<file path="src/hdl/blst_pkg.sv">
`timescale 1ns / 1ps
// Shared types, codes and sizes for the Bresenham line stepper.
// No dependencies; used by every module of the block.
package blst_pkg;

  localparam int MAX_DIM    = 4096;
  localparam int COORD_W    = $clog2(MAX_DIM);      // stored coordinate width
  localparam int CFG_W      = 13;                   // width of a config register
  localparam int IN_W       = 16;                   // endpoint field width
  localparam int DX_W       = IN_W + 1;
  localparam int DY_W       = IN_W + 2;
  localparam int ERR_W      = IN_W + 3;
  localparam int COLOR_W    = 32;
  localparam int PIX_W      = 12;                   // output pixel field width
  localparam int CFG_IDX_W  = 1;

  localparam int CMDQ_DEPTH = 2;
  localparam int CMDQ_AW    = $clog2(CMDQ_DEPTH);
  localparam int CMDQ_CW    = $clog2(CMDQ_DEPTH + 1);
  localparam int OQ_DEPTH   = 2;
  localparam int OQ_AW      = $clog2(OQ_DEPTH);
  localparam int OQ_CW      = $clog2(OQ_DEPTH + 1);

  localparam logic [CFG_W-1:0] WIDTH_RST  = CFG_W'(1920);
  localparam logic [CFG_W-1:0] HEIGHT_RST = CFG_W'(1080);

  // input action codes
  localparam logic ACT_START = 1'b0;
  localparam logic ACT_STEP  = 1'b1;

  // configuration register indexes
  localparam logic [CFG_IDX_W-1:0] CFG_IDX_WIDTH  = CFG_IDX_W'(0);
  localparam logic [CFG_IDX_W-1:0] CFG_IDX_HEIGHT = CFG_IDX_W'(1);

  // result status codes
  localparam logic [1:0] ST_PIXEL  = 2'd0;
  localparam logic [1:0] ST_REJECT = 2'd1;
  localparam logic [1:0] ST_IDLE   = 2'd2;

  // command kinds decided by the front end
  localparam logic [1:0] KIND_START  = 2'd0;
  localparam logic [1:0] KIND_REJECT = 2'd1;
  localparam logic [1:0] KIND_STEP   = 2'd2;

  typedef struct packed {
    logic [1:0]                kind;
    logic [COORD_W-1:0]        x0;
    logic [COORD_W-1:0]        y0;
    logic [COORD_W-1:0]        x1;
    logic [COORD_W-1:0]        y1;
    logic                      sxn;
    logic                      syn;
    logic [DX_W-1:0]           dx;
    logic signed [DY_W-1:0]    dy;
    logic signed [ERR_W-1:0]   err;
    logic [COLOR_W-1:0]        color;
  } cmd_t;

  typedef struct packed {
    logic [1:0]          status;
    logic [PIX_W-1:0]    px;
    logic [PIX_W-1:0]    py;
    logic [COLOR_W-1:0]  color;
    logic                last;
  } res_t;

endpackage

</file>
<file path="src/hdl/blst_front.sv">
`timescale 1ns / 1ps
// Front end: image size registers, endpoint bounds check and line setup.
// Depends on blst_pkg.
module blst_front (
  input  logic                                clk,
  input  logic                                rst_n,
  input  logic                                cfg_we,
  input  logic [blst_pkg::CFG_IDX_W-1:0]      cfg_idx,
  input  logic [blst_pkg::CFG_W-1:0]          cfg_wdata,
  input  logic                                in_action,
  input  logic signed [blst_pkg::IN_W-1:0]    in_start_x,
  input  logic signed [blst_pkg::IN_W-1:0]    in_start_y,
  input  logic signed [blst_pkg::IN_W-1:0]    in_end_x,
  input  logic signed [blst_pkg::IN_W-1:0]    in_end_y,
  input  logic [blst_pkg::COLOR_W-1:0]        in_color,
  output blst_pkg::cmd_t                      cmd_o
);

  localparam logic [blst_pkg::CFG_W-1:0] DIM_CAP = blst_pkg::CFG_W'(blst_pkg::MAX_DIM);

  logic [blst_pkg::CFG_W-1:0]           width_r, height_r;
  logic [blst_pkg::CFG_W-1:0]           w_eff, h_eff;
  logic                                 out0, out1;
  logic signed [blst_pkg::DX_W-1:0]     diff_x;
  logic signed [blst_pkg::DX_W-1:0]     diff_y;
  logic [blst_pkg::DX_W-1:0]            abs_x, abs_y;
  logic signed [blst_pkg::DY_W-1:0]     dy;

  always_ff @(posedge clk) begin
    if (!rst_n) begin
      width_r  <= blst_pkg::WIDTH_RST;
      height_r <= blst_pkg::HEIGHT_RST;
    end else if (cfg_we) begin
      if (cfg_idx == blst_pkg::CFG_IDX_WIDTH)  width_r  <= cfg_wdata;
      if (cfg_idx == blst_pkg::CFG_IDX_HEIGHT) height_r <= cfg_wdata;
    end
  end

  always_comb begin
    w_eff = (width_r  > DIM_CAP) ? DIM_CAP : width_r;
    h_eff = (height_r > DIM_CAP) ? DIM_CAP : height_r;

    // negative coordinates fail on the sign bit, the rest compare unsigned
    out0 = in_start_x[blst_pkg::IN_W-1] || in_start_y[blst_pkg::IN_W-1] ||
           (unsigned'(in_start_x) >= blst_pkg::IN_W'(w_eff)) ||
           (unsigned'(in_start_y) >= blst_pkg::IN_W'(h_eff));
    out1 = in_end_x[blst_pkg::IN_W-1] || in_end_y[blst_pkg::IN_W-1] ||
           (unsigned'(in_end_x) >= blst_pkg::IN_W'(w_eff)) ||
           (unsigned'(in_end_y) >= blst_pkg::IN_W'(h_eff));

    diff_x = blst_pkg::DX_W'(in_end_x) - blst_pkg::DX_W'(in_start_x);
    diff_y = blst_pkg::DX_W'(in_end_y) - blst_pkg::DX_W'(in_start_y);
    abs_x  = diff_x[blst_pkg::DX_W-1] ? unsigned'(-diff_x) : unsigned'(diff_x);
    abs_y  = diff_y[blst_pkg::DX_W-1] ? unsigned'(-diff_y) : unsigned'(diff_y);
    dy     = -signed'({1'b0, abs_y});

    if (in_action == blst_pkg::ACT_STEP) cmd_o.kind = blst_pkg::KIND_STEP;
    else if (out0 || out1)               cmd_o.kind = blst_pkg::KIND_REJECT;
    else                                 cmd_o.kind = blst_pkg::KIND_START;

    cmd_o.x0    = in_start_x[blst_pkg::COORD_W-1:0];
    cmd_o.y0    = in_start_y[blst_pkg::COORD_W-1:0];
    cmd_o.x1    = in_end_x[blst_pkg::COORD_W-1:0];
    cmd_o.y1    = in_end_y[blst_pkg::COORD_W-1:0];
    cmd_o.sxn   = !(in_start_x < in_end_x);
    cmd_o.syn   = !(in_start_y < in_end_y);
    cmd_o.dx    = abs_x;
    cmd_o.dy    = dy;
    cmd_o.err   = signed'({2'b00, abs_x}) + blst_pkg::ERR_W'(dy);
    cmd_o.color = in_color;
  end

endmodule

</file>
<file path="src/hdl/blst_cmd_q.sv">
`timescale 1ns / 1ps
// Short command queue between the front end and the line walker.
// Depends on blst_pkg.
module blst_cmd_q (
  input  logic            clk,
  input  logic            rst_n,
  input  logic            push_i,
  input  blst_pkg::cmd_t  data_i,
  input  logic            pop_i,
  output logic            full_o,
  output logic            empty_o,
  output blst_pkg::cmd_t  head_o
);

  localparam logic [blst_pkg::CMDQ_CW-1:0] DEPTH_C = blst_pkg::CMDQ_CW'(blst_pkg::CMDQ_DEPTH);
  localparam logic [blst_pkg::CMDQ_AW-1:0] LAST_C  =
    blst_pkg::CMDQ_AW'(blst_pkg::CMDQ_DEPTH - 1);

  blst_pkg::cmd_t                     mem [blst_pkg::CMDQ_DEPTH];
  logic [blst_pkg::CMDQ_AW-1:0]       wr_r, rd_r;
  logic [blst_pkg::CMDQ_CW-1:0]       cnt_r;

  assign full_o  = (cnt_r == DEPTH_C);
  assign empty_o = (cnt_r == '0);
  assign head_o  = mem[rd_r];

  always_ff @(posedge clk) begin
    if (push_i) mem[wr_r] <= data_i;
  end

  always_ff @(posedge clk) begin
    if (!rst_n) begin
      wr_r  <= '0;
      rd_r  <= '0;
      cnt_r <= '0;
    end else begin
      if (push_i) wr_r <= (wr_r == LAST_C) ? '0 : wr_r + 1'b1;
      if (pop_i)  rd_r <= (rd_r == LAST_C) ? '0 : rd_r + 1'b1;
      if (push_i && !pop_i)      cnt_r <= cnt_r + 1'b1;
      else if (!push_i && pop_i) cnt_r <= cnt_r - 1'b1;
    end
  end

  a_no_overflow: assert property (@(posedge clk) disable iff (!rst_n)
    push_i |-> (!full_o || pop_i))
    else $error("command queue written while full");

endmodule

</file>
<file path="src/hdl/blst_back.sv">
`timescale 1ns / 1ps
// Back end: walker state, at most one Bresenham move per command, result queue.
// Depends on blst_pkg.
module blst_back (
  input  logic                               clk,
  input  logic                               rst_n,
  input  logic                               cq_empty_i,
  input  blst_pkg::cmd_t                     cmd_i,
  output logic                               cq_pop_o,
  input  logic                               pop,
  output logic                               empty,
  output blst_pkg::res_t                     res_o
);

  localparam int CW = blst_pkg::COORD_W;
  localparam int EW = blst_pkg::ERR_W;
  localparam logic [blst_pkg::OQ_CW-1:0] OQ_FULL = blst_pkg::OQ_CW'(blst_pkg::OQ_DEPTH);
  localparam logic [blst_pkg::OQ_AW-1:0] OQ_LAST = blst_pkg::OQ_AW'(blst_pkg::OQ_DEPTH - 1);

  typedef struct packed {
    logic                 brk;
    logic [CW-1:0]        x;
    logic [CW-1:0]        y;
    logic signed [EW-1:0] e;
  } adv_t;

  // One walker move; brk is set when the line cannot continue from (x, y).
  function automatic adv_t advance(
    input logic [CW-1:0]                    x,
    input logic [CW-1:0]                    y,
    input logic signed [EW-1:0]             e,
    input logic [CW-1:0]                    tx,
    input logic [CW-1:0]                    ty,
    input logic [blst_pkg::DX_W-1:0]        dx,
    input logic signed [blst_pkg::DY_W-1:0] dy,
    input logic                             sxn,
    input logic                             syn
  );
    adv_t                 r;
    logic signed [EW:0]   ew;
    logic signed [EW+1:0] e2;
    logic signed [EW+1:0] dx2;
    logic signed [EW+1:0] dy2;
    r.brk = 1'b0;
    r.x   = x;
    r.y   = y;
    ew    = (EW + 1)'(e);
    dx2   = signed'({4'b0000, dx});
    dy2   = (EW + 2)'(dy);
    if (x == tx && y == ty) begin
      r.brk = 1'b1;
    end else begin
      e2 = {ew, 1'b0};
      if (e2 >= dy2) begin
        if (x == tx) begin
          r.brk = 1'b1;
        end else begin
          ew  = ew + (EW + 1)'(dy);
          r.x = sxn ? x - 1'b1 : x + 1'b1;
        end
      end
      if (!r.brk) begin
        e2 = {ew, 1'b0};
        if (e2 <= dx2) begin
          if (y == ty) begin
            r.brk = 1'b1;
          end else begin
            ew  = ew + signed'({3'b000, dx});
            r.y = syn ? y - 1'b1 : y + 1'b1;
          end
        end
      end
    end
    r.e = ew[EW-1:0];
    return r;
  endfunction

  // line state; cand_* holds the move after the last pixel sent
  logic                              active_r;
  logic [CW-1:0]                     cand_x_r, cand_y_r, tgt_x_r, tgt_y_r;
  logic signed [EW-1:0]              cand_e_r;
  logic                              sxn_r, syn_r;
  logic [blst_pkg::DX_W-1:0]         dx_r;
  logic signed [blst_pkg::DY_W-1:0]  dy_r;
  logic [blst_pkg::COLOR_W-1:0]      color_r;

  blst_pkg::res_t                    oq_mem [blst_pkg::OQ_DEPTH];
  logic [blst_pkg::OQ_AW-1:0]        oq_wr_r, oq_rd_r;
  logic [blst_pkg::OQ_CW-1:0]        oq_cnt_r;

  logic                              is_start, fire, out_fire;
  adv_t                              adv;
  blst_pkg::res_t                    res_nxt;

  assign empty    = (oq_cnt_r == '0);
  assign res_o    = oq_mem[oq_rd_r];
  assign out_fire = pop && !empty;
  assign fire     = !cq_empty_i && ((oq_cnt_r != OQ_FULL) || out_fire);
  assign cq_pop_o = fire;
  assign is_start = (cmd_i.kind == blst_pkg::KIND_START);

  always_comb begin
    if (is_start)
      adv = advance(cmd_i.x0, cmd_i.y0, cmd_i.err, cmd_i.x1, cmd_i.y1,
                    cmd_i.dx, cmd_i.dy, cmd_i.sxn, cmd_i.syn);
    else
      adv = advance(cand_x_r, cand_y_r, cand_e_r, tgt_x_r, tgt_y_r,
                    dx_r, dy_r, sxn_r, syn_r);

    res_nxt = '0;
    case (cmd_i.kind)
      blst_pkg::KIND_START: begin
        res_nxt.status = blst_pkg::ST_PIXEL;
        res_nxt.px     = blst_pkg::PIX_W'(cmd_i.x0);
        res_nxt.py     = blst_pkg::PIX_W'(cmd_i.y0);
        res_nxt.color  = cmd_i.color;
        res_nxt.last   = adv.brk;
      end
      blst_pkg::KIND_REJECT: begin
        res_nxt.status = blst_pkg::ST_REJECT;
      end
      blst_pkg::KIND_STEP: begin
        if (active_r) begin
          res_nxt.status = blst_pkg::ST_PIXEL;
          res_nxt.px     = blst_pkg::PIX_W'(cand_x_r);
          res_nxt.py     = blst_pkg::PIX_W'(cand_y_r);
          res_nxt.color  = color_r;
          res_nxt.last   = adv.brk;
        end else begin
          res_nxt.status = blst_pkg::ST_IDLE;
        end
      end
      default: begin
        res_nxt.status = blst_pkg::ST_IDLE;
      end
    endcase
  end

  always_ff @(posedge clk) begin
    if (!rst_n) begin
      active_r <= 1'b0;
      cand_x_r <= '0;
      cand_y_r <= '0;
      cand_e_r <= '0;
      tgt_x_r  <= '0;
      tgt_y_r  <= '0;
      sxn_r    <= 1'b0;
      syn_r    <= 1'b0;
      dx_r     <= '0;
      dy_r     <= '0;
      color_r  <= '0;
    end else if (fire) begin
      case (cmd_i.kind)
        blst_pkg::KIND_START: begin
          active_r <= !adv.brk;
          cand_x_r <= adv.x;
          cand_y_r <= adv.y;
          cand_e_r <= adv.e;
          tgt_x_r  <= cmd_i.x1;
          tgt_y_r  <= cmd_i.y1;
          sxn_r    <= cmd_i.sxn;
          syn_r    <= cmd_i.syn;
          dx_r     <= cmd_i.dx;
          dy_r     <= cmd_i.dy;
          color_r  <= cmd_i.color;
        end
        blst_pkg::KIND_REJECT: begin
          active_r <= 1'b0;
        end
        blst_pkg::KIND_STEP: begin
          if (active_r) begin
            active_r <= !adv.brk;
            cand_x_r <= adv.x;
            cand_y_r <= adv.y;
            cand_e_r <= adv.e;
          end
        end
        default: begin
          active_r <= active_r;
        end
      endcase
    end
  end

  // result queue
  always_ff @(posedge clk) begin
    if (fire) oq_mem[oq_wr_r] <= res_nxt;
  end

  always_ff @(posedge clk) begin
    if (!rst_n) begin
      oq_wr_r  <= '0;
      oq_rd_r  <= '0;
      oq_cnt_r <= '0;
    end else begin
      if (fire)     oq_wr_r <= (oq_wr_r == OQ_LAST) ? '0 : oq_wr_r + 1'b1;
      if (out_fire) oq_rd_r <= (oq_rd_r == OQ_LAST) ? '0 : oq_rd_r + 1'b1;
      if (fire && !out_fire)      oq_cnt_r <= oq_cnt_r + 1'b1;
      else if (!fire && out_fire) oq_cnt_r <= oq_cnt_r - 1'b1;
    end
  end

  a_last_ends_line: assert property (@(posedge clk) disable iff (!rst_n)
    (fire && res_nxt.status == blst_pkg::ST_PIXEL && res_nxt.last) |=> !active_r)
    else $error("line still active after its last pixel");

  a_idle_when_inactive: assert property (@(posedge clk) disable iff (!rst_n)
    (fire && cmd_i.kind == blst_pkg::KIND_STEP && !active_r)
      |-> res_nxt.status == blst_pkg::ST_IDLE)
    else $error("step without a line did not report idle");

  a_oq_room: assert property (@(posedge clk) disable iff (!rst_n)
    fire |-> (oq_cnt_r != OQ_FULL || out_fire))
    else $error("result queue overrun");

endmodule

</file>
<file path="src/hdl/bresenham_line_stepper.sv">
`timescale 1ns / 1ps
// Top level of the all-octant Bresenham line stepper.
// Depends on blst_pkg, blst_front, blst_cmd_q and blst_back.
//
// Usage:
//   Input queue: drive the in_* fields and raise push; a transaction is
//   taken at an edge where push is high and full is low. action 0 starts a
//   line (endpoints and color), action 1 asks for the next pixel.
//   Result queue: while empty is low the oldest result sits on the out_*
//   ports; it is taken at an edge where pop is high. Every input transaction
//   gives exactly one result: a pixel, a rejected start, or idle.
//   Config: cfg_we writes cfg_wdata into image_width (index 0) or
//   image_height (index 1) at the edge; write only while the block is idle.
// Timing:
//   Each input is held in the command queue and its result in the result
//   queue before it reaches the out ports. Throughput is one item per
//   cycle while the result queue has room; the walker does one error-term
//   move per cycle with the line setup done in the front end.
// Reset (synchronous, rst_n low): no line active, image size 1920 x 1080,
// both queues empty. When the receiver stops popping, the two-entry result
// queue fills, the walker halts, the two-entry command queue fills and
// full rises; nothing is dropped.
module bresenham_line_stepper (
  input  logic                                clk,
  input  logic                                rst_n,
  input  logic                                cfg_we,
  input  logic [blst_pkg::CFG_IDX_W-1:0]      cfg_idx,
  input  logic [blst_pkg::CFG_W-1:0]          cfg_wdata,
  input  logic                                push,
  output logic                                full,
  input  logic                                in_action,
  input  logic signed [blst_pkg::IN_W-1:0]    in_start_x,
  input  logic signed [blst_pkg::IN_W-1:0]    in_start_y,
  input  logic signed [blst_pkg::IN_W-1:0]    in_end_x,
  input  logic signed [blst_pkg::IN_W-1:0]    in_end_y,
  input  logic [blst_pkg::COLOR_W-1:0]        in_color,
  output logic                                empty,
  input  logic                                pop,
  output logic [1:0]                          out_status,
  output logic [blst_pkg::PIX_W-1:0]          out_pixel_x,
  output logic [blst_pkg::PIX_W-1:0]          out_pixel_y,
  output logic [blst_pkg::COLOR_W-1:0]        out_pixel_color,
  output logic                                out_last
);

  blst_pkg::cmd_t cmd_in, cmd_head;
  blst_pkg::res_t res;
  logic           cq_empty, cq_pop, cq_push;

  assign cq_push = push && !full;

  blst_front u_front (
    .clk        (clk),
    .rst_n      (rst_n),
    .cfg_we     (cfg_we),
    .cfg_idx    (cfg_idx),
    .cfg_wdata  (cfg_wdata),
    .in_action  (in_action),
    .in_start_x (in_start_x),
    .in_start_y (in_start_y),
    .in_end_x   (in_end_x),
    .in_end_y   (in_end_y),
    .in_color   (in_color),
    .cmd_o      (cmd_in)
  );

  blst_cmd_q u_cmd_q (
    .clk     (clk),
    .rst_n   (rst_n),
    .push_i  (cq_push),
    .data_i  (cmd_in),
    .pop_i   (cq_pop),
    .full_o  (full),
    .empty_o (cq_empty),
    .head_o  (cmd_head)
  );

  blst_back u_back (
    .clk        (clk),
    .rst_n      (rst_n),
    .cq_empty_i (cq_empty),
    .cmd_i      (cmd_head),
    .cq_pop_o   (cq_pop),
    .pop        (pop),
    .empty      (empty),
    .res_o      (res)
  );

  assign out_status      = res.status;
  assign out_pixel_x     = res.px;
  assign out_pixel_y     = res.py;
  assign out_pixel_color = res.color;
  assign out_last        = res.last;

endmodule

</file>
<file path="config.mk">
export PLATFORM = sky130hd
export DESIGN_NAME = bresenham_line_stepper
export DESIGN_NICKNAME = d
export VERILOG_FILES = /design/src/hdl/blst_pkg.sv /design/src/hdl/blst_front.sv /design/src/hdl/blst_cmd_q.sv /design/src/hdl/blst_back.sv /design/src/hdl/bresenham_line_stepper.sv
export SDC_FILE = /design/constraint.sdc
export NUM_CORES = 1
export LEC_CHECK = 0
export ABC_CLOCK_PERIOD_IN_PS = 13400
export BUFFER_PORTS_ARGS = -buffer_cell sky130_fd_sc_hd__buf_2
export CAP_MARGIN = 20
export CELL_PAD_IN_SITES_DETAIL_PLACEMENT = 0
export CELL_PAD_IN_SITES_GLOBAL_PLACEMENT = 1
export CORE_MARGIN = 3
export CORE_UTILIZATION = 54
export DETAILED_ROUTE_END_ITERATION = 8
export PLACE_DENSITY = 0.92
export SETUP_SLACK_MARGIN = 0.02
export SLEW_MARGIN = 20
export SYNTH_ARGS = -nofsm -noshare
export SYNTH_HDL_FRONTEND = slang
export SYNTH_HIERARCHICAL = 1
export SYNTH_SLANG_ARGS = --single-unit
</file>
<file path="constraint.sdc">
create_clock -name clk -period 13.4 [get_ports clk]
set_input_delay 0.67 -clock clk [delete_from_list [all_inputs] [get_ports clk]]
set_output_delay 0.67 -clock clk [all_outputs]
set_load 0.01 [all_outputs]
</file>
## After elaboration in Yosys (flattened, before gate mapping)

Memory sizes are Yosys's and may differ from the RTL's. A register that Yosys moved wholly into a read port is not among the register bits.
Cells that the tools add are included.
W data, S select, Z words.

- Register bits after elaboration: 171
- Latch bits: 0
- RAM bits: 394
- Memory bits (read-only): 0
- Output and inout bits: 61
- Logic and storage cells: 188
- Memories: 2

- Add/sub/neg operators: 26
- Multiply operators: 0
- Divide/modulo/power cells: 0
- Order comparisons: 12
- Equal/unequal tests: 9
- Shift operators: 0
- Muxes and demuxes: 81
- Bitwise gates (word level): 1
- Reduce and logical (&&, ||, !) cells: 38

Memory list:

| memory | depth | width | read ports | clocked after memory_dff | wr ports | line | RTL |
|---|---|---|---|---|---|---|---|
| u_cmd_q.mem | 2 | 138 | 1 | 1 | 1 | blst_cmd_q.sv:19 | `blst_pkg::cmd_t mem [blst_pkg::CMDQ_DEPTH];` |
| u_back.oq_mem | 2 | 59 | 1 | 1 | 1 | blst_back.sv:87 | `blst_pkg::res_t oq_mem [blst_pkg::OQ_DEPTH];` |

Operators by type and width:

| kind | count |
|---|---|
| $mux W19 | 9 |
| $mux W12 | 14 |
| $mux W20 | 8 |
| $pmux W57 S2 | 1 |
| $mux W13 | 8 |
| $ge A16 B13 Y1 | 4 |
| $mux W57 | 1 |
| $add A12 B1 Y12 const B | 4 |
| $eq A12 B12 Y1 | 4 |
| $mux W24 | 2 |
| $pmux W12 S2 | 2 |
| $sub A12 B1 Y12 const B | 4 |
| $mux W44 | 1 |
| $le A21 B18 Y1 | 2 |
| $add A19 B18 Y20 | 2 |
| $ge A20 B18 Y1 | 2 |
| $add A19 B18 Y19 | 2 |
| $pmux W19 S2 | 1 |
| $mux W17 | 2 |
| $neg A17 Y17 | 2 |
| $sub A16 B16 Y17 | 2 |
| $lt A16 B16 Y1 | 2 |
| $gt A13 B13 Y1 const B | 2 |
| $mux W1 | 24 |
| 21 further kinds | 62 |

## Logic depth before layout (Yosys ltp)

- Depth after elaboration: 14
- Gate-level depth with buffers: 29

## Modules after synthesis

The synthesis kept the hierarchy.

By module, submodules not included:

| module | instances | cells an instance | area an instance (um^2) | sequential area each (um^2) |
|---|---|---|---|---|
| blst_back | 1 | 2,102 | 18,823.1 | 6,386.1 |
| blst_cmd_q | 1 | 451 | 10,222.3 | 8,388.0 |
| blst_front | 1 | 890 | 6,471.2 | 520.5 |
| bresenham_line_stepper | 1 | 1 | 13.8 | 0.0 |

## Worst setup path after synthesis

OpenSTA, ideal clock, no wires.

- Path kind: in2reg
- Start point: input push
- End point: memory u_cmd_q/mem[0][0] (netlist bit) (enable)
- Library setup time: 0.654 ns
- Arrival time: 6.936 ns
- Required time: 12.746 ns
- Slack: 5.810 ns
- Cell stages on the path: 2
- Cell sequence: nor2b_4 nor2b_1

- Longest elaborated chain between the ends: 3

Ends and longest elaborated chain:

| item | line | RTL |
|---|---|---|
| from (decl) | bresenham_line_stepper.sv:29 | `input logic push,` |
| $logic_and A1 B1 Y1 | bresenham_line_stepper.sv:50 | `assign cq_push = push && !full;` |
| $mux W1 | blst_cmd_q.sv:28 | `if (push_i) mem[wr_r] <= data_i;` |
| $mux W1 (implied by the code) | blst_cmd_q.sv:28 |  |
| to (decl) | blst_cmd_q.sv:19 |  |

No other way between the ends.

==> results.sh <==
export IMPL_finalCritPeriodShare=0.581
export IMPL_setup_viol=0
export IMPL_critical_path_required_ps=13980
export IMPL_run_status="finished clean"
export IMPL_core_rowCount=93
export IMPL_p_per_area_nw_per_um2=277
export IMPL_netlist_top_cell_by_area="sky130_fd_sc_hd__edfxtp_1"
export IMPL_worst_path_stages=22
export IMPL_unrepaired_setup_endpoints_after_global_routing="false"
export IMPL_timing_reg2reg_worst_path_depth=22
export IMPL_clk_root_buffer_cell="sky130_fd_sc_hd__clkbuf_16"
export IMPL_layout_area_overhead_vs_synth_pct=8.46
export IMPL_grt_overflow_total=0
export IMPL_die_area_um2=68900
export IMPL_synth_edff_count=394
export IMPL_wirelength_mm=89.3
export IMPL_dpl_cell_area_um2=36500
export IMPL_postRouteAntennaNets=0
export IMPL_leakage_power_summed_over_all_cells_uw=0.0153
export IMPL_grt_max_degree=73
export IMPL_postLayoutCellArea_um2=38500
export IMPL_syn_inst=3444
export IMPL_grt_pass1_wl_mm=140
export IMPL_crit_type="reg -> reg"
export IMPL_timing_hold_violations_final=0
export IMPL_fmaxAchievable_ghz=0.128
export IMPL_regToRegEndpoint="u_back/cand_y_r[6]"
export IMPL_total_number_of_h_tree_levels=2
export IMPL_filler_cell_count=5367
export IMPL_tritoncts_num_sinks=567
export IMPL_holdBufCountCts=0
export IMPL_timing_critical_path_max_delay_family="compound AO/OA/AOI/OAI gates"
export IMPL_grt_use_total=0.251
export IMPL_syn_area_per_cell_um2=10.3
export IMPL_core_area_um2=64800
export IMPL_net_count_reported_at_finish=3912
export IMPL_routed_wl_met2_mm=41.1
export IMPL_ys_types=102
export IMPL_yosys_register_bits=567
export IMPL_cts_tree="yes"
export IMPL_drt_met1_wl_mm=39.4
export IMPL_ys_seq_area_frac=0.430
export IMPL_crit_buf_inv=3
export IMPL_post_synth_instance_area_um2=35500
export IMPL_multiInputGateArea_um2=18300
export IMPL_worstSkewPairLatency_ps=640
export IMPL_grt_antenna_before_repair=0
export IMPL_topRoutingLayerUsed="met4"
export IMPL_initial_utilization=0.548
export IMPL_synthesis_nets=3863
export IMPL_io_buffers=176
export IMPL_numCtsBuffers=57
export IMPL_routedWlPerCell_um=20.3
export IMPL_worst_path_largest_cell_delay_ps=980
export IMPL_placed_cells_incl_taps=4288
export IMPL_min_delay_path_class="in -> reg"
export IMPL_finalPower_uw=10700
export IMPL_postCtsSetupBuffers=0
export IMPL_worst_setup_path_start_kind="flop"
export IMPL_routed_wl_met3_mm=5.58
export IMPL_cp_cell_sequence="buf_4, mux2_2, ha_1, a21oi_1, o21ai_1, o31a_1, o41ai_4, buf_4, mux2i_1, inv_1, ha_1, a21o_1, a21o_1, a221o_1, a21oi_1, o21ai_0, a22oi_1, nand4_1, o21ai_4, mux2i_1, a2111oi_0, a31o_1"
export IMPL_dr_first_iter_drc_count=2128
export IMPL_synth_main_ff_cell="sky130_fd_sc_hd__edfxtp_1"
export IMPL_avgViaCountPerCell=5.94
export IMPL_seqCellArea_um2=15300
export IMPL_clock_path_buffers=3
export IMPL_clock_skew_final_ps=42.4
export IMPL_layout_drive_gt1_share=0.166
export IMPL_path_max_fanout=72
export IMPL_finalWorstSetupSlack_ps=5620
export IMPL_ir_drop_mv=0.392
export IMPL_place_detailed_hpwl_mm=64.8
export IMPL_grt_pass1_vias=25600
export IMPL_worst_setup_path_endpoint="u_back/cand_y_r[6]"
export IMPL_final_instance_count_excl_fill=4397
export IMPL_worst_path_max_delay_cell="sky130_fd_sc_hd__dfxtp_4"
export IMPL_regToRegSetupSlack_ps=5620
export IMPL_synth_largest_type_area_fraction=0.333
export IMPL_type_of_element_capturing_the_critical_path="flop"
export IMPL_gpl_final_weighted_congestion=0.897
export IMPL_drt_first_pass_iters=6
export IMPL_post_synth_main_area_contributors="sky130_fd_sc_hd__edfxtp_1 33%, sky130_fd_sc_hd__ha_1 10%, sky130_fd_sc_hd__dfxtp_1 9.7%"
export IMPL_number_of_gates_resized_after_cts=0
export IMPL_yosysWarningCount=6
export IMPL_slew_limit_headroom=0.311
export IMPL_cp_data_arrival_time_ps=8360
export IMPL_floorplan_io_pins=177
export IMPL_routed_vias=26100
export IMPL_die_width_um=263
export IMPL_setup_tns_final_ps=0
export IMPL_synth_async_sr_flop_share=0
export IMPL_place_ws_ps=5640
export IMPL_layout_min_cycle_time_ps=7780
export IMPL_die_height_um=263
export IMPL_maxSlewViolCount=0
export IMPL_max_slew_worst_pin_slew_ps=1030
export IMPL_drt_drc_violations_left=0
export IMPL_timing_max_cap_violations=0
export IMPL_clock_pin_transition_on_the_worst_setup_and_hold_timing_paths_ps=70
export IMPL_insertedDiodeCount=0
-- routing by layer --
layer | GRT usage | vias up
met5 | 0 | -
met4 | 0.0912 | 0
met3 | 0.0306 | 165
met2 | 0.409 | 855
met1 | 0.346 | 12500
li1 | - | 12600
-- area by class of cell --
type / count / area share
multi-input cells: 2483 / 0.476
inverters: 183 / 0.0179
clock inverters: 43 / 0.0152
repair buffers: 201 / 0.0281
clock buffers: 65 / 0.0381
well taps: 855 / 0.0278
flip-flops and latches: 567 / 0.397
-- through the flow --
| stage | utilization | hold slack [ps] |
|---|---|---|
| 2_1_floorplan | - | 436 |
| 3_3_place_gp | 0.563 | 441 |
| 3_5_place_dp | 0.563 | 446 |
| 4_1_cts | 0.594 | 184 |
| 5_1_grt | 0.595 | 201 |
| 6_report | 0.595 | 216 |
-- where the power goes --
group	internal (µW)	switching, µW	total (µW)
registers	2400	236	2640
logic	2550	3750	6300
clock network	1010	713	1730
-- worst register-to-register path: stages (launching register included) --
cell and delay (ps):
sky130_fd_sc_hd__dfxtp_4 980, sky130_fd_sc_hd__buf_4 940, sky130_fd_sc_hd__mux2_2 490, sky130_fd_sc_hd__ha_1 340, sky130_fd_sc_hd__a21oi_1 140, sky130_fd_sc_hd__o21ai_1 100, sky130_fd_sc_hd__o31a_1 340, sky130_fd_sc_hd__o41ai_4 290
sky130_fd_sc_hd__buf_4 500, sky130_fd_sc_hd__mux2i_1 310, sky130_fd_sc_hd__inv_1 90, sky130_fd_sc_hd__ha_1 290, sky130_fd_sc_hd__a21o_1 160, sky130_fd_sc_hd__a21o_1 170, sky130_fd_sc_hd__a221o_1 290, sky130_fd_sc_hd__a21oi_1 160
sky130_fd_sc_hd__o21ai_0 170, sky130_fd_sc_hd__a22oi_1 210, sky130_fd_sc_hd__nand4_1 220, sky130_fd_sc_hd__o21ai_4 780, sky130_fd_sc_hd__mux2i_1 190, sky130_fd_sc_hd__a2111oi_0 430, sky130_fd_sc_hd__a31o_1 140
-- kinds of logic (layout without fill, tap and decap cells) --
family | Yosys count | count (layout) | synth area share
mux | 256 | 256 | 0.0802
simple gates | 857 | 857 | 0.112
xor+xnor | 223 | 223 | 0.0554
flops | 567 | 567 | 0.430
fa+ha+maj | 303 | 303 | 0.109
compound gates | 844 | 844 | 0.159
buf+inv | 394 | 492 | 0.0547
-- placed cells by master (no fill, tap or decap), types with 28 or more instances in the layout --
cell	count
sky130_fd_sc_hd__a211oi_1	47
sky130_fd_sc_hd__nor2_1	132
sky130_fd_sc_hd__dfxtp_1	171
sky130_fd_sc_hd__buf_2	176
sky130_fd_sc_hd__ha_1	291
sky130_fd_sc_hd__clkbuf_16	57
sky130_fd_sc_hd__xnor2_1	147
sky130_fd_sc_hd__nor2b_1	29
sky130_fd_sc_hd__edfxtp_1	394
sky130_fd_sc_hd__mux2i_1	30
sky130_fd_sc_hd__nor3_1	52
sky130_fd_sc_hd__a22o_1	52
sky130_fd_sc_hd__a21oi_1	245
sky130_fd_sc_hd__mux2_2	222
sky130_fd_sc_hd__nand3_1	49
sky130_fd_sc_hd__nand4_1	28
sky130_fd_sc_hd__a31oi_1	30
sky130_fd_sc_hd__nand2b_1	28
sky130_fd_sc_hd__a21o_1	79
sky130_fd_sc_hd__inv_1	182
sky130_fd_sc_hd__xor2_1	74
sky130_fd_sc_hd__o21ai_1	29
sky130_fd_sc_hd__o21ai_0	114
sky130_fd_sc_hd__o21a_1	34
sky130_fd_sc_hd__nand2_1	411
-- Yosys cell counts, types with 14 or more instances --
cell / count
sky130_fd_sc_hd__clkbuf_1: 79
sky130_fd_sc_hd__mux2i_1: 30
sky130_fd_sc_hd__dfxtp_1: 173
sky130_fd_sc_hd__a21oi_1: 246
sky130_fd_sc_hd__inv_1: 182
sky130_fd_sc_hd__nor4_1: 17
sky130_fd_sc_hd__ha_1: 292
sky130_fd_sc_hd__xnor2_1: 147
sky130_fd_sc_hd__o21ai_1: 29
sky130_fd_sc_hd__a22o_1: 52
sky130_fd_sc_hd__xor2_1: 74
sky130_fd_sc_hd__buf_2: 17
sky130_fd_sc_hd__a31oi_1: 30
sky130_fd_sc_hd__buf_4: 84
sky130_fd_sc_hd__o21a_1: 34
sky130_fd_sc_hd__nor2b_1: 30
sky130_fd_sc_hd__o211ai_1: 15
sky130_fd_sc_hd__mux2_2: 222
sky130_fd_sc_hd__or2_2: 14
sky130_fd_sc_hd__and3_1: 19
sky130_fd_sc_hd__and2_1: 18
sky130_fd_sc_hd__o21ai_0: 114
sky130_fd_sc_hd__edfxtp_1: 394
sky130_fd_sc_hd__a211oi_1: 47
sky130_fd_sc_hd__nor3_1: 54
sky130_fd_sc_hd__nor2_1: 132
sky130_fd_sc_hd__a21o_1: 79
sky130_fd_sc_hd__nand4_1: 28
sky130_fd_sc_hd__buf_6: 17
sky130_fd_sc_hd__o21bai_1: 19
sky130_fd_sc_hd__nand2b_1: 28
sky130_fd_sc_hd__nand2_1: 412
sky130_fd_sc_hd__nand3_1: 49
sky130_fd_sc_hd__a21boi_0: 27
-- sequential cells by signal, indices dropped and copies added (netlist names), 12 cells and up, named ones only --
register / flops
u_cmd_q/mem: 276
u_back/oq_mem: 118
u_back/color_r: 32
u_back/cand_e_r: 19
u_back/dy_r: 18
u_back/dx_r: 17
u_front/height_r: 13
u_front/width_r: 13
u_back/cand_x_r: 12
u_back/cand_y_r: 12
u_back/tgt_x_r: 12
u_back/tgt_y_r: 12
-- worst min path at each step --
stage                                    end  slack [ps]          startpoint  cells after the start
final                     u_cmd_q/mem[0][27]         220        in_color[27]                      1
after global routing       u_cmd_q/mem[1][6]         200         in_color[6]                      1
after CTS                  u_cmd_q/mem[0][4]         180         in_color[4]                      1
after detailed placement   u_back/color_r[4]         450   u_back/color_r[4]                      2
after global placement    u_back/color_r[22]         440  u_back/color_r[22]                      2
after floorplan            u_back/color_r[0]         440   u_back/color_r[0]                      2
No activity file was read; power rests on OpenSTA's default activity.
